[src/rtl/mtbr_pkg.sv]
package mtbr_pkg;

    localparam int TABLE_WORDS = 624;
    localparam int ADDR_W      = 10;

    localparam logic [ADDR_W-1:0] LAST_INDEX   = ADDR_W'(TABLE_WORDS - 1);
    localparam logic [ADDR_W-1:0] FULL_POS     = ADDR_W'(TABLE_WORDS);
    localparam logic [ADDR_W-1:0] SHIFT_OFFSET = ADDR_W'(397);
    localparam logic [ADDR_W-1:0] WRAP_OFFSET  = ADDR_W'(TABLE_WORDS - 397);

    localparam logic [31:0] SEED_MULT  = 32'd1812433253;
    localparam logic [31:0] TWIST_MAG  = 32'h9908b0df;
    localparam logic [31:0] TEMPER_B   = 32'h9d2c5680;
    localparam logic [31:0] TEMPER_C   = 32'hefc60000;
    localparam logic [31:0] UPPER_MASK = 32'h80000000;
    localparam logic [31:0] LOWER_MASK = 32'h7fffffff;
    localparam logic [31:0] RESET_SEED = 32'd5489;

    localparam logic [1:0] MODE_RAW     = 2'd0;
    localparam logic [1:0] MODE_BOUNDED = 2'd1;
    localparam logic [1:0] MODE_RESEED  = 2'd2;

    typedef enum logic [1:0] {
        OP_SEED   = 2'd0,
        OP_TWIST  = 2'd1,
        OP_TEMPER = 2'd2
    } t_op;

    typedef struct packed {
        t_op               op;
        logic [31:0]       a;
        logic [31:0]       b;
        logic [31:0]       c;
        logic [ADDR_W-1:0] idx;
    } t_unit_req;

endpackage

[src/rtl/mtbr_unit.sv]
module mtbr_unit (
    input  mtbr_pkg::t_unit_req i_req,
    output logic [31:0]         o_result
);

    logic [31:0] folded;
    logic [31:0] product;
    logic [31:0] mixed;
    logic [31:0] t1;
    logic [31:0] t2;
    logic [31:0] t3;

    always_comb begin
        folded  = i_req.a ^ (i_req.a >> 30);
        product = mtbr_pkg::SEED_MULT * folded;
        mixed   = (i_req.a & mtbr_pkg::UPPER_MASK) | (i_req.b & mtbr_pkg::LOWER_MASK);
        t1      = i_req.a ^ (i_req.a >> 11);
        t2      = t1 ^ ((t1 << 7) & mtbr_pkg::TEMPER_B);
        t3      = t2 ^ ((t2 << 15) & mtbr_pkg::TEMPER_C);
        case (i_req.op)
            mtbr_pkg::OP_SEED: begin
                o_result = product + 32'(i_req.idx);
            end
            mtbr_pkg::OP_TWIST: begin
                o_result = i_req.c ^ (mixed >> 1)
                         ^ (mixed[0] ? mtbr_pkg::TWIST_MAG : 32'd0);
            end
            mtbr_pkg::OP_TEMPER: begin
                o_result = t3 ^ (t3 >> 18);
            end
            default: begin
                o_result = 32'd0;
            end
        endcase
    end

endmodule

[config.mk]
export PLATFORM = sky130hd
export DESIGN_NAME = mtbr_unit
export DESIGN_NICKNAME = d
export VERILOG_FILES = /design/src/rtl/mtbr_pkg.sv /design/src/rtl/mtbr_unit.sv
export SDC_FILE = /design/constraint.sdc
export NUM_CORES = 1
export LEC_CHECK = 0
export ABC_AREA = 1
export BUFFER_PORTS_ARGS = -buffer_cell sky130_fd_sc_hd__buf_4
export CELL_PAD_IN_SITES_DETAIL_PLACEMENT = 2
export CELL_PAD_IN_SITES_GLOBAL_PLACEMENT = 2
export CORE_MARGIN = 10
export CORE_UTILIZATION = 37
export DETAILED_ROUTE_END_ITERATION = 7
export GPL_ROUTABILITY_DRIVEN = 0
export PLACE_DENSITY = 0.89
export REMOVE_ABC_BUFFERS = 1
export SYNTH_ARGS = -nofsm -noshare
export SYNTH_HDL_FRONTEND = slang
export SYNTH_SLANG_ARGS = --single-unit
[constraint.sdc]
create_clock -name vclk -period 11.5
set_clock_uncertainty 0.05 [all_clocks]
set_input_delay 2.3 -clock vclk [all_inputs]
set_output_delay 2.3 -clock vclk [all_outputs]
set_load 0.005 [all_outputs]
* Word level (Yosys, flattened, before mapping)
Index checks and enable logic that the tools add are counted.
** Operators by class
- Shift-type cells :: 0
- Divide/modulo/power cells :: 0
- $mul :: 1
- Reductions and logical operators :: 1
- Add/subtract/negate cells :: 1
- Multiplexer cells :: 2
- Bitwise logic cells :: 8
- Magnitude comparators :: 0
- Equal/unequal tests :: 2
** Operators with widths (number)
- $pmux 32 s3 :: 1
- $xor 32x32->32 :: 3
- $add 32x10->32 :: 1
- $mul 31x32->32 const A :: 1
- $mux 32 :: 1
- $or 32x31->32 :: 1
- $xor 32x14->32 :: 1
- $xor 32x2->32 :: 1
- $xor 32x21->32 :: 1
- $xor 32x31->32 :: 1
- $eq 2x1->1 const B :: 1
- $eq 2x2->1 const B :: 1
- $logic_not 2->1 :: 1
** Storage, ports and cells
- Output and inout port bits :: 32
- Memories :: 0
- Flip-flop bits (word level) :: 0
- Memory bits (writable) :: 0
- Bits in read-only memories :: 0
- Bits of input ports :: 108
- Logic and storage cells :: 15
- Bits in latches :: 0

* Logic depth before layout (Yosys ltp)
- Word-level depth :: 5
- Depth in mapped cells :: 30
- Mapped depth without buffers :: 29

* Least setup slack after synthesis
Ideal clock, no wire load.
- Path kind :: input-to-output
- Start :: in i_req[105] (netlist bit)
- End :: out o_result[29]
- Arrival :: 7.699 ns
- Buffers on the path :: 1
- Stages :: 27
- Setup slack :: 1.451 ns
- Cell sequence :: buf_6 xnor2_1 xnor2_1 inv_1 ha_1 or2_2 ha_1 inv_1 fa_1 inv_1 ha_1 fa_1 fa_1 fa_1 inv_1 fa_1 inv_1 ha_1 a21oi_1 inv_1 a31oi_1 o21ai_0 a21oi_1 nand2_1 nand2_1 nand3_1 nand3_1
** Between the ends
- Longest elaborated chain between the ends :: 4
** Ends and longest elaborated chain
- start: declaration :: line mtbr_unit.sv:2 : input mtbr_pkg::t_unit_req i_req,
- $xor 32x2->32 :: line mtbr_unit.sv:14 : folded = i_req.a ^ (i_req.a >> 30);
- $mul 31x32->32 :: line mtbr_unit.sv:15 : product = mtbr_pkg::SEED_MULT * folded;
- $add 32x10->32 :: line mtbr_unit.sv:22 : o_result = product + 32'(i_req.idx);
- $pmux 32 s3 :: line mtbr_unit.sv:20 : case (i_req.op)
- end: declaration :: line mtbr_unit.sv:3 : output logic [31:0] o_result
Every way passes these cells.

* Final worst setup path
- Start :: in i_req[105] (netlist bit)
- End :: out o_result[31]
** Between the ends
- Longest elaborated chain between the ends :: 5
- Elaborated cells on any way between the ends :: 8
- Classes of those cells :: add/sub (1); mul (1); mux (1); bitwise (5)
** Ends and longest elaborated chain (line)
- branches (longest 4 deep; another with $mul 31x32->32)
- $pmux 32 s3 (*) :: mtbr_unit.sv:20
Mark *: on every way between the ends.

==> flow_metrics.env <==
export IMPL_post_route_period_util_pct=97.2
export IMPL_synth_distinct_cells=43
export IMPL_netlist_area_leader_share_pct=29.1
export IMPL_viasPerCell=5.44
export IMPL_fin_crit_ns=11.18
export IMPL_grt_usage_pct=27.9
export IMPL_synth_compound_area_share_pct=8.63
export IMPL_wirelength_um=50500
export IMPL_setup_viol_count_final=0
export IMPL_crit_path_top_delay_cell="fa_1"
export IMPL_crit_fanout=6
export IMPL_drive_above_1_share_pct=13.0
export IMPL_core_area_um2=27900
export IMPL_antenna_found_initial=0
export IMPL_syn_area_um2=10500
export IMPL_max_stage_delay_ns=0.56
export IMPL_grt_overflow_total=0
export IMPL_drc_errors=0
export IMPL_worstPathArrival_ns=8.83
export IMPL_synth_top_family_by_area="adder cells"
export IMPL_syn_area_per_cell_um2=8.09
export IMPL_required_ns=9.15
export IMPL_io_pins=140
export IMPL_ys_top_cells_by_area="fa_1 29%, ha_1 28%, inv_1 13%"
export IMPL_core_rowCount=61
export IMPL_outcome="finished clean"
export IMPL_hold_viol=0
export IMPL_layout_nets=1935
export IMPL_post_synth_top_count_cell="inv_1"
export IMPL_fillers=3245
export IMPL_hold_path_class="in2out"
export IMPL_grt_max_degree=31
export IMPL_cpMostUsedCell="inv_1"
export IMPL_cp_start_kind="input pin"
export IMPL_end_kind="output port"
export IMPL_dr_pass1_iters=5
export IMPL_fmax_ghz=0.0894
export IMPL_synth_simple_area_share_pct=12.7
export IMPL_wl_per_cell_um=27.8
export IMPL_crit_path_start="i_req[105]"
export IMPL_drt_iter0_markers=600
export IMPL_setup_tns_final_ns=0
export IMPL_hp_start="i_req[20]"
export IMPL_nFlopsAndLatches=0
export IMPL_syn_instance_count=1301
export IMPL_cts_setup_buffers=0
export IMPL_synth_fa_ha_area_share_pct=57.2
export IMPL_finalMaxSlewViolations=0
export IMPL_dp_hpwl_um=45400
export IMPL_fp_dieW_um=189
export IMPL_ys_top_cells_by_count="351 x inv_1, 237 x ha_1, 172 x nand2_1, 153 x fa_1, 51 x nand3_1"
export IMPL_die_area_um2=35600
export IMPL_area_delta_synth_final_pct=14.5
export IMPL_max_slew_worst_pin_slew_ns=0.589
export IMPL_first_global_vias=12061
export IMPL_grt_pass1_wl_um=75600
export IMPL_min_to="o_result[10]"
export IMPL_muxShareOfSynthArea_pct=0
export IMPL_register_area_um2=0
export IMPL_ys_seq_area_share_pct=0
export IMPL_clkbuf_count=0
export IMPL_io_buffers=139
export IMPL_synth_largest_area_cell="fa_1"
export IMPL_yosys_warnings=0
export IMPL_die_height_um=189
export IMPL_rsz0062_at_grt="false"
export IMPL_crit_type="in2out"
export IMPL_vias=9857
export IMPL_synth_xor_area_share_pct=8.34
export IMPL_max_slew_margin_pct=60.4
export IMPL_antenna_left=0
export IMPL_start_util_pct=37.7
export IMPL_hold_depth=4
export IMPL_max_cap_violations=0
export IMPL_diodes=0
export IMPL_multiInputGateArea_um2=9180
==> area by class of cell <==
class | count | share of cell area (%)
tap | 378 | 3.92
inverter | 355 | 11.0
timing repair buffer | 144 | 8.96
multi-input combinational | 936 | 76.1
==> cell usage in the layout, fill, tap and decap left out, types with 8 or more instances in the layout <==
master,synthesis,final
a21o_1,8,8
a21oi_1,45,44
buf_4,0,144
fa_1,153,152
ha_1,237,236
inv_1,351,351
nand2_1,172,172
nand3_1,51,51
nor2_1,45,44
nor3_1,8,8
o21ai_0,42,42
o221ai_1,10,10
xnor2_1,50,49
xnor2_2,12,13
xor2_1,28,28
==> per-stage QoR <==
stage / hold WS (ns) / setup slack, ns / cell area [um2] / cells / util (%)
finish: 4.89 / 0.320 / 12100 / 1813 / 43.2
global route: 4.93 / 0.0163 / 12100 / 1813 / 43.2
CTS: 4.89 / 0.229 / 12000 / 1813 / 43.1
detailed placement: 4.89 / 0.252 / 12000 / 1813 / 43.1
global placement: 4.88 / 0.705 / 12000 / 1813 / 43.1
floorplan: 4.67 / 1.53 / 10500 / 1291 / -
==> critical path, delay by kind of cell <==
| family | cells | cell delay [ns] |
|---|---|---|
| simple gates | 8 | 1.25 |
| xor+xnor | 2 | 0.40 |
| compound gates | 1 | 0.19 |
| buf+inv | 10 | 1.04 |
| fa+ha+maj | 9 | 3.63 |
==> kinds of logic after synthesis <==
kind of cell | Yosys count
AO/OA/AOI/OAI | 147
XOR/XNOR | 90
adder cells (fa/ha/maj) | 390
buffers and inverters | 365
AND/OR/NAND/NOR | 309
==> worst max path at each step <==
| stage | endpoint | slack, ns |
|---|---|---|
| after detailed placement | o_result[29] | 0.25 |
| after CTS | o_result[29] | 0.23 |
| after global routing | o_result[31] | 0.02 |
| after global placement | o_result[29] | 0.70 |
| after floorplan | o_result[29] | 1.53 |
| final | o_result[31] | 0.32 |
==> timing repair <==
item	in CTS	in global routing
endpoints found under the setup margin	0	7
hold buffers	0	0
resized for setup	0	5
==> routing by layer <==
metal | vias up | track usage, % | part of all wire [%] | routed length (um)
met1 | 5007 | 30.3 | 38 | 19100
met2 | 380 | 51.7 | 51 | 26000
met4 | 0 | 14.1 | 6.1 | 3060
li1 | 4323 | - | - | -
met5 | - | 0 | 0 | 0
met3 | 147 | 3.66 | 4.7 | 2380
Power is left out: the tool's default activity adds up to more than one toggle a clock period on the data nets, which glitch-free logic cannot reach.
